[config.mk]
export PLATFORM = sky130hd
export DESIGN_NAME = mrq_front
export DESIGN_NICKNAME = d
export VERILOG_FILES = /design/src/mrq_pkg.sv /design/src/mrq_front.sv
export SDC_FILE = /design/constraint.sdc
export NUM_CORES = 1
export LEC_CHECK = 0
export BUFFER_PORTS_ARGS = -buffer_cell sky130_fd_sc_hd__clkbuf_2
export CORE_MARGIN = 2
export CORE_UTILIZATION = 49
export CTS_CLUSTER_SIZE = 10
export DETAILED_ROUTE_END_ITERATION = 6
export PLACE_DENSITY_LB_ADDON = 0.05
export SYNTH_ARGS = -nofsm -noshare
export SYNTH_HDL_FRONTEND = slang
export SYNTH_SLANG_ARGS = --single-unit
[constraint.sdc]
create_clock -name clk -period 2.2 [get_ports clk]
set_input_delay 0.44 -clock clk [delete_from_list [all_inputs] [get_ports clk]]
set_output_delay 0.44 -clock clk [all_outputs]
set_load 0.005 [all_outputs]
[src/mrq_pkg.sv]
package mrq_pkg;

	localparam int SLOT_COUNT = 16;
	localparam int SLOT_BYTES = 64;

	localparam int SLOT_W = (SLOT_COUNT > 1) ? $clog2(SLOT_COUNT) : 1;
	localparam int BIDX_W = (SLOT_BYTES > 1) ? $clog2(SLOT_BYTES) : 1;
	localparam int CNT_W = $clog2(SLOT_BYTES + 1);
	localparam int RING_W = $clog2(SLOT_COUNT + 1);
	localparam int RAM_DEPTH = SLOT_COUNT * SLOT_BYTES;
	localparam int ADDR_W = $clog2(RAM_DEPTH);

	localparam int CMD_W = 2;
	localparam int DATA_W = 8;
	localparam int LEN_W = 7;
	localparam int STATUS_W = 3;
	localparam int MCNT_W = 4;
	localparam int MMSG_W = 4;

	localparam int QDEPTH = 2;
	localparam int QPTR_W = $clog2(QDEPTH);
	localparam int QCNT_W = $clog2(QDEPTH + 1);

	localparam logic [CMD_W-1:0] CMD_SEND = 2'd0;
	localparam logic [CMD_W-1:0] CMD_RECV = 2'd1;
	localparam logic [CMD_W-1:0] CMD_QUERY = 2'd2;

	localparam logic [1:0] OP_SEND = 2'd0;
	localparam logic [1:0] OP_RECV = 2'd1;
	localparam logic [1:0] OP_QUERY = 2'd2;

	localparam logic [STATUS_W-1:0] ST_OK = 3'd0;
	localparam logic [STATUS_W-1:0] ST_FULL = 3'd1;
	localparam logic [STATUS_W-1:0] ST_EMPTY = 3'd2;
	localparam logic [STATUS_W-1:0] ST_TOO_LONG = 3'd3;
	localparam logic [STATUS_W-1:0] ST_BUF_SMALL = 3'd4;

	typedef struct packed {
		logic [1:0] kind;
		logic [DATA_W-1:0] data;
		logic has_data;
		logic close;
		logic [LEN_W-1:0] max_bytes;
	} op_t;

	typedef struct packed {
		logic [MMSG_W-1:0] max_messages;
		logic [LEN_W-1:0] max_message_length;
	} cfg_t;

	function automatic logic [RING_W-1:0] ring_size(input logic [MMSG_W-1:0] mm);
		int n;
		n = int'(mm) + 1;
		if (n > SLOT_COUNT) begin
			return RING_W'(SLOT_COUNT);
		end
		return RING_W'(n);
	endfunction

	function automatic logic [CNT_W-1:0] length_limit(input logic [LEN_W-1:0] mml);
		if (int'(mml) > SLOT_BYTES) begin
			return CNT_W'(SLOT_BYTES);
		end
		return CNT_W'(mml);
	endfunction

	function automatic logic [SLOT_W-1:0] next_slot(input logic [SLOT_W-1:0] s,
			input logic [RING_W-1:0] ring);
		int n;
		n = int'(s) + 1;
		if (n >= int'(ring)) begin
			return '0;
		end
		return SLOT_W'(n);
	endfunction

	function automatic logic [MCNT_W-1:0] queued(input logic [SLOT_W-1:0] w,
			input logic [SLOT_W-1:0] r, input logic [RING_W-1:0] ring);
		int d;
		d = int'(w) - int'(r);
		if (d < 0) begin
			d = d + int'(ring);
		end
		return MCNT_W'(d);
	endfunction

	function automatic logic [ADDR_W-1:0] slot_addr(input logic [SLOT_W-1:0] s,
			input logic [CNT_W-1:0] idx);
		return ADDR_W'(int'(s) * SLOT_BYTES + int'(idx));
	endfunction

endpackage

[src/mrq_front.sv]
module mrq_front (
	input logic clk,
	input logic arst_n,
	input logic start,
	input logic [mrq_pkg::CMD_W-1:0] cmd,
	input logic [mrq_pkg::DATA_W-1:0] data_byte,
	input logic last_byte,
	input logic empty_message,
	input logic [mrq_pkg::LEN_W-1:0] max_bytes,
	output logic busy,
	output logic op_valid,
	output mrq_pkg::op_t op,
	input logic op_ready
);

	import mrq_pkg::*;

	op_t entry_q [QDEPTH];
	logic [QPTR_W-1:0] wr_ptr_q;
	logic [QPTR_W-1:0] rd_ptr_q;
	logic [QCNT_W-1:0] fill_q;
	op_t new_op;
	logic known;
	logic push;
	logic pop;

	always_comb begin
		new_op.kind = OP_SEND;
		new_op.data = data_byte;
		new_op.has_data = !empty_message;
		new_op.close = last_byte;
		new_op.max_bytes = max_bytes;
		known = 1'b1;
		case (cmd)
			CMD_SEND: new_op.kind = OP_SEND;
			CMD_RECV: new_op.kind = OP_RECV;
			CMD_QUERY: new_op.kind = OP_QUERY;
			default: known = 1'b0;
		endcase
	end

	assign busy = (int'(fill_q) == QDEPTH);
	// An unused command is taken off the port but never queued.
	assign push = start && !busy && known;
	assign op_valid = (fill_q != '0);
	assign op = entry_q[rd_ptr_q];
	assign pop = op_valid && op_ready;

	always_ff @(posedge clk) begin
		if (push) begin
			entry_q[wr_ptr_q] <= new_op;
		end
	end

	always_ff @(posedge clk or negedge arst_n) begin
		if (!arst_n) begin
			wr_ptr_q <= '0;
			rd_ptr_q <= '0;
			fill_q <= '0;
		end else begin
			if (push) begin
				wr_ptr_q <= (int'(wr_ptr_q) == QDEPTH - 1) ? '0 : wr_ptr_q + 1'b1;
			end
			if (pop) begin
				rd_ptr_q <= (int'(rd_ptr_q) == QDEPTH - 1) ? '0 : rd_ptr_q + 1'b1;
			end
			if (push && !pop) begin
				fill_q <= fill_q + 1'b1;
			end else if (pop && !push) begin
				fill_q <= fill_q - 1'b1;
			end
		end
	end

endmodule

==> key figures, run 1 <==
Status
  • Status: complete, no violations

Floorplan
  • Io pins: 44
  • Initial Util: 52.0%
  • Die X: 61.4 um
  • Die area: 0.00377 mm2
  • Cell Rows: 20
  • Die Ht: 61.4 um
  • Core Area: 0.00310 mm2

Detailed routing
  • Number of DRC markers in iteration 0: 22
  • Vias: 851
  • Average wire per standard cell: 13.0 um
  • Pre-Repair DR Iteration Count: 3
  • Final ANT Viol Nets: 0
  • Routed wire length: 2360 um
  • Post-route DRC: 0
  • Vias/cell: 4.68

Placed design
  • PortBufs: 43
  • Place WS: 0.687 ns
  • RePlAce Congestion: 0.701
  • DP Wirelength: 1690 um

Logic synthesis
  • Ys flop type: edfxtp_1
  • Net Count, Synth: 106
  • Post-Syn Instances: 82
  • #FFs+latches synth: 42
  • Post-Syn Area: 0.00161 mm2
  • Unique masters post-synth: 15
  • Syn Area/Cell: 19.7 um2
  • Async set or reset register ratio after synthesis: 9.52%
  • Post-synth EDFFs: 38
  • Ys Warns: 0
  • Register area share after synthesis: 76.9%

Clocking
  • H-tree depth: 2
  • Worst-path clk slew: 0.12 ns
  • Max Root-Sink Buffers: 2
  • Clock sinks: 42
  • Clock root buffer: clkbuf_4
  • Hold buffers post-CTS: 1
  • Postcts setup bufs: 0
  • CTS tree: yes
  • Num CTS Buffers: 5
  • Post-CTS sizing: 0
  • Clock Latency Late Sink: 0.34 ns

Worst setup path
  • Worst reg2reg path depth: 7
  • WS Path Type: flop to output port
  • Worst Path Arrival: 1.38 ns
  • Setup crit end kind: output port
  • CP Max Fanout: 12
  • Req. time, crit path: 1.76 ns
  • Startpoint Class: flop
  • Reg2Reg Setup Slack: 0.70 ns

Timing
  • Setup violators final: 0
  • Slack of the critical path: 0.378 ns
  • Worst Max-Slew Pin Slew: 0.177 ns
  • Worst-case hold slack: 0.280 ns
  • Crit share post-route: 82.8%
  • Max-Slew Margin vs Limit: 88.2%
  • Setup Skew: 0.00494 ns
  • RSZ-0062 raised after global routing: no
  • Setup TNS: 0 ns
  • Final Hold Fails: 0
  • Min Clock Period, post-route: 1.82 ns
  • Max Slew Vio Count: 0
  • Max Freq: 549 MHz

Worst hold path
  • Hold depth: 1
  • Hold Path Class: primary input to flop

Global routing
  • GR Overflow Total: 0
  • GR Util All Layers: 14.1%
  • Vias in the first global route: 877
  • Pin count of the biggest net entering global routing: 14
  • Global-route wire length before repair: 3630 um
  • Initial antenna violation count: 0

Final layout
  • Share of cells above drive strength 1: 58.7%
  • Final net count: 161
  • Commonest non-fill, non-tap cell in the layout: clkbuf_2
  • Synth-to-Final Area Change: 24.4%
  • Fillers: 255
  • # diodes: 0
  • Commonest non-fill, non-tap cells in the layout: 43 x clkbuf_2, 38 x edfxtp_1, 19 x mux2_2, 6 x buf_4, 5 x clkbuf_4

Power
  • Worst vdd ir: 0.541 mV
  • Cell Pwr Density: 1160 mW/mm2
  • Lkg Pwr: 0.000804 uW

Run
  • Max-cap violations: 0
## routing by layer
layer / up-vias / part of all wire [%] / global-route usage, %
met2: 30 / 51 / 25.2
met3: 5 / 5.8 / 4.62
met4: 0 / 1.7 / 8.21
met1: 402 / 41 / 14.4
li1: 414 / - / -
met5: - / 0 / 0
## critical path, stage by stage, from the launching register on
cell and delay (ns):
dfrtp_1 0.36, buf_4 0.21, mux2_2 0.36, clkbuf_2 0.11
## logic make-up (layout without fill, tap and decap cells)
| kind of cell | after synthesis | after routing | share of synthesized area (%) |
|---|---|---|---|
| buffers and inverters | 5 | 61 | 1.63 |
| XOR/XNOR | 5 | 5 | 2.71 |
| AND/OR/NAND/NOR | 10 | 10 | 4.73 |
| adder cells (fa/ha/maj) | 1 | 1 | 0.775 |
| flip-flops | 42 | 42 | 76.9 |
| multiplexers | 19 | 19 | 13.3 |
## path summary, 6_finish.rpt
kind / start / end
worst min-delay path: data_byte[6] / entry_q[1][15]$_DFFE_PP_
worst min register to register: fill_q[1]$_DFFE_PN0P_ / fill_q[1]$_DFFE_PN0P_
worst max-delay path: rd_ptr_q$_DFFE_PN0P_ / op[9]
worst max register to register: fill_q[0]$_DFFE_PN0P_ / fill_q[1]$_DFFE_PN0P_
min in group asynchronous: arst_n / fill_q[0]$_DFFE_PN0P_
max in group asynchronous: arst_n / fill_q[1]$_DFFE_PN0P_
## layout make-up
cell class	count	area, um2	share of cell area, %
multi-input combinational	35	352	17.5
sequential	42	1240	61.8
clock buffer	6	41.3	2.06
timing repair buffer	50	270	13.5
inverter	3	11.3	0.561
clock inverter	2	37.5	1.87
tap	44	55.1	2.74
## cells in the mapped netlist (2+ instances only)
library cell | count | share of area [%]
edfxtp_1 | 38 | 71
inv_1 | 3 | 0.70
buf_4 | 2 | 0.93
xnor2_1 | 3 | 1.6
dfrtp_1 | 4 | 6.2
mux2_2 | 19 | 13
nor2b_1 | 2 | 0.78
xor2_1 | 2 | 1.1
nor2_1 | 3 | 0.70
## metrics by stage
| step | area (um2) | total power (uW) | utilization (%) | instances |
|---|---|---|---|---|
| after floorplan | 1610 | 1600 | - | 82 |
| after global placement | 1920 | 1870 | 61.9 | 173 |
| after detailed placement | 1920 | 1890 | 61.9 | 173 |
| after CTS | 2010 | 2370 | 64.7 | 182 |
| after global routing | 2010 | 2480 | 64.7 | 182 |
| final | 2010 | 2330 | 64.7 | 182 |
## sequential cells by signal (all words and copies together) (netlist names)
name	count
entry_q	38
fill_q	2
wr_ptr_q	1
rd_ptr_q	1
## where the power goes
| part | internal [uW] | switching, uW |
|---|---|---|
| combinational | 410 | 337 |
| sequential | 1060 | 58.5 |
| clock | 240 | 234 |
(Power assumes the default switching activity.)
==> run 2: changes to the inputs <==
--- a/config.mk
+++ b/config.mk
@@ -7,7 +7,7 @@
 export LEC_CHECK = 0
 export BUFFER_PORTS_ARGS = -buffer_cell sky130_fd_sc_hd__clkbuf_2
 export CORE_MARGIN = 2
-export CORE_UTILIZATION = 49
+export CORE_UTILIZATION = 46
 export CTS_CLUSTER_SIZE = 10
 export DETAILED_ROUTE_END_ITERATION = 6
 export PLACE_DENSITY_LB_ADDON = 0.05
==> constraint.sdc (replaced) <==
create_clock -name clk -period 1.6 [get_ports clk]
set_input_delay 0.32 -clock clk [delete_from_list [all_inputs] [get_ports clk]]
set_output_delay 0.32 -clock clk [all_outputs]
set_load 0.005 [all_outputs]
==> key figures, run 2 (same netlist as run 1, synthesis figures left out) <==
Global routing
  • GR Overflow Total: 0 (unchanged)
  • GR Util All Layers: 13.5% (-0.66 points)
  • Pin count of the biggest net entering global routing: 14 (unchanged)
  • Initial antenna violation count: 0 (unchanged)
  • Global-route wire length before repair: 3930 um (+8.2%)
  • Vias in the first global route: 911 (+3.9%)

Worst setup path
  • Critical R2R Capture: fill_q[1]$_DFFE_PN0P_
  • Reg2Reg Setup Slack: 0.11 ns (-0.59 ns)
  • Req. time, crit path: 1.28 ns (-0.48 ns)
  • Worst Path Arrival: 1.35 ns (-0.03 ns)
  • Worst Setup SP: rd_ptr_q$_DFFE_PN0P_
  • Startpoint Class: flop
  • Setup crit end kind: output port
  • CP Max Fanout: 12 (unchanged)
  • Setup crit end: op[13]
  • Worst R2R Start: fill_q[0]$_DFFE_PN0P_
  • Worst reg2reg path depth: 7 (unchanged)
  • WS Path Type: flop to output port

Run
  • Max-cap violations: 0 (unchanged)

Status
  • Status: finished with violations
  • Violated checks: setup timing

Timing
  • Setup violators final: 19 (+19)
  • Worst-case hold slack: 0.154 ns (-0.125 ns)
  • Setup TNS: -1.21 ns (-1.21 ns)
  • Max Freq: 597 MHz
  • Max-Slew Margin vs Limit: 87.3% (-0.92 points)
  • Max Slew Vio Count: 0 (unchanged)
  • Crit share post-route: 105%
  • RSZ-0062 raised after global routing: yes
  • Min Clock Period, post-route: 1.67 ns
  • Slack of the critical path: -0.0739 ns (-0.452 ns)
  • Worst Max-Slew Pin Slew: 0.191 ns (+0.0138 ns)
  • Final Hold Fails: 0 (unchanged)
  • Setup Skew: 0.0144 ns (+0.00942 ns)

Clocking
  • Num CTS Buffers: 5 (unchanged)
  • H-tree depth: 2 (unchanged)
  • Clock Latency Late Sink: 0.34 ns (about the same)
  • Clock root buffer: clkbuf_4
  • Max Root-Sink Buffers: 2 (unchanged)
  • Clock sinks: 42 (unchanged)
  • Worst-path clk slew: 0.12 ns (about the same)
  • CTS tree: yes

Final layout
  • Share of cells above drive strength 1: 59.4% (+0.72 points)
  • Fillers: 284 (+11%)
  • Final net count: 161 (unchanged)
  • Max FFs per register: 38 (unchanged)
  • Register with the most flip-flops: entry_q
  • Commonest non-fill, non-tap cell in the layout: clkbuf_2
  • Synth-to-Final Area Change: 27.1%
  • Commonest non-fill, non-tap cells in the layout: 43 x clkbuf_2, 38 x edfxtp_1, 18 x mux2_2, 5 x clkbuf_4, 5 x buf_4
  • Largest registers: entry_q: 38 flops, fill_q: 2 flops
  • # diodes: 0 (unchanged)
  • Final cell count without fillers: 184 (+1.1%)

Detailed routing
  • Vias/cell: 4.71 (+0.66%)
  • Number of DRC markers in iteration 0: 43 (+95%)
  • Vias: 866 (+1.8%)
  • Routed wire length: 2430 um (+2.9%)
  • Post-route DRC: 0 (unchanged)
  • Average wire per standard cell: 13.2 um (+1.8%)
  • Final ANT Viol Nets: 0 (unchanged)
  • Pre-Repair DR Iteration Count: 3 (unchanged)

Placed design
  • DP Wirelength: 1770 um (+4.7%)
  • PortBufs: 43 (unchanged)
  • Dpl cells: 175 (+1.2%)
  • Place WS: 0.120 ns (-0.567 ns)
  • RePlAce Congestion: 0.595 (-15%)

Floorplan
  • Io pins: 44 (unchanged)
  • Initial Util: 48.0% (-4.0 points)
  • Die Ht: 63.2 um (+3.0%)
  • Core Area: 0.00336 mm2 (+8.4%)
  • Cell Rows: 21 (+5.0%)
  • Die area: 0.00400 mm2 (+6.1%)
  • Die X: 63.2 um (+3.0%)

Power
  • Lkg Pwr: 0.000830 uW (+3.2%)
  • Final Power: 3430 uW (+47%)
  • Cell Pwr Density: 1670 mW/mm2 (+44%)
  • Worst vdd ir: 0.840 mV (+55%)

Worst hold path
  • Hold Path Class: primary input to flop
  • Hold Path Origin: max_bytes[4]
run 2: changes by cell type in the layout (fill, tap and decap cells not counted), sizes merged:
cell and delta:
bufinv +1, clkinvlp -1
run 2: how the worst min path moves through the flow:
stage                                    to  slack [ns]  depth (start not counted)
global route        entry_q[0][4]$_DFFE_PP_        0.13                          1
finish              entry_q[0][4]$_DFFE_PP_        0.15                          1
detailed placement    fill_q[1]$_DFFE_PN0P_        0.13                          1
floorplan             fill_q[0]$_DFFE_PN0P_        0.02                          0
CTS                 entry_q[0][4]$_DFFE_PP_        0.14                          1
global placement      fill_q[0]$_DFFE_PN0P_        0.13                          1
run 2: area by class of cell:
type                            count  area [um2]  area share [%]
Tap cell                           46        57.6            2.81
Sequential cell                    42        1240            60.5
Inverter                            3        11.3           0.549
Clock inverter                      2        60.1            2.93
Timing Repair Buffer               50         274            13.4
Clock buffer                        6        51.3            2.50
Multi-Input combinational cell     35         355            17.3
run 2: per-stage QoR:
stage / util, % / instance area [um2]
after floorplan: - / 1620
after global placement: 57.1 / 1920
after detailed placement: 57.1 / 1920
after CTS: 61.0 / 2050
after global routing: 61.0 / 2050
final: 61.0 / 2050
run 2: report_power, final:
part	internal (uW)	leakage (uW)	total, uW	switching (uW)
logic	577	0.000374	1040	459
registers	1450	0.000398	1540	87.3
clock network	529	0.0000585	855	325
total	2560	0.000830	3430	871
run 2: layer usage:
layer	track usage, %	routed length [um]	up-vias
met5	0	0	-
met4	8.15	57	0
met3	4.29	145	7
met2	22.5	1270	26
met1	15.1	962	414
li1	-	-	419
run 2: worst max-delay path, stage by stage (launching register included):
cell	delay (ns)
dfrtp_1	0.38
buf_6	0.18
mux2_2	0.35
clkbuf_2	0.11
run 2: timing repair:
action	in CTS	in global routing
resized for setup	2	0
endpoints found under the hold margin	4	0
setup buffers	0	0
hold buffers	1	0
setup endpoints to repair	19	19
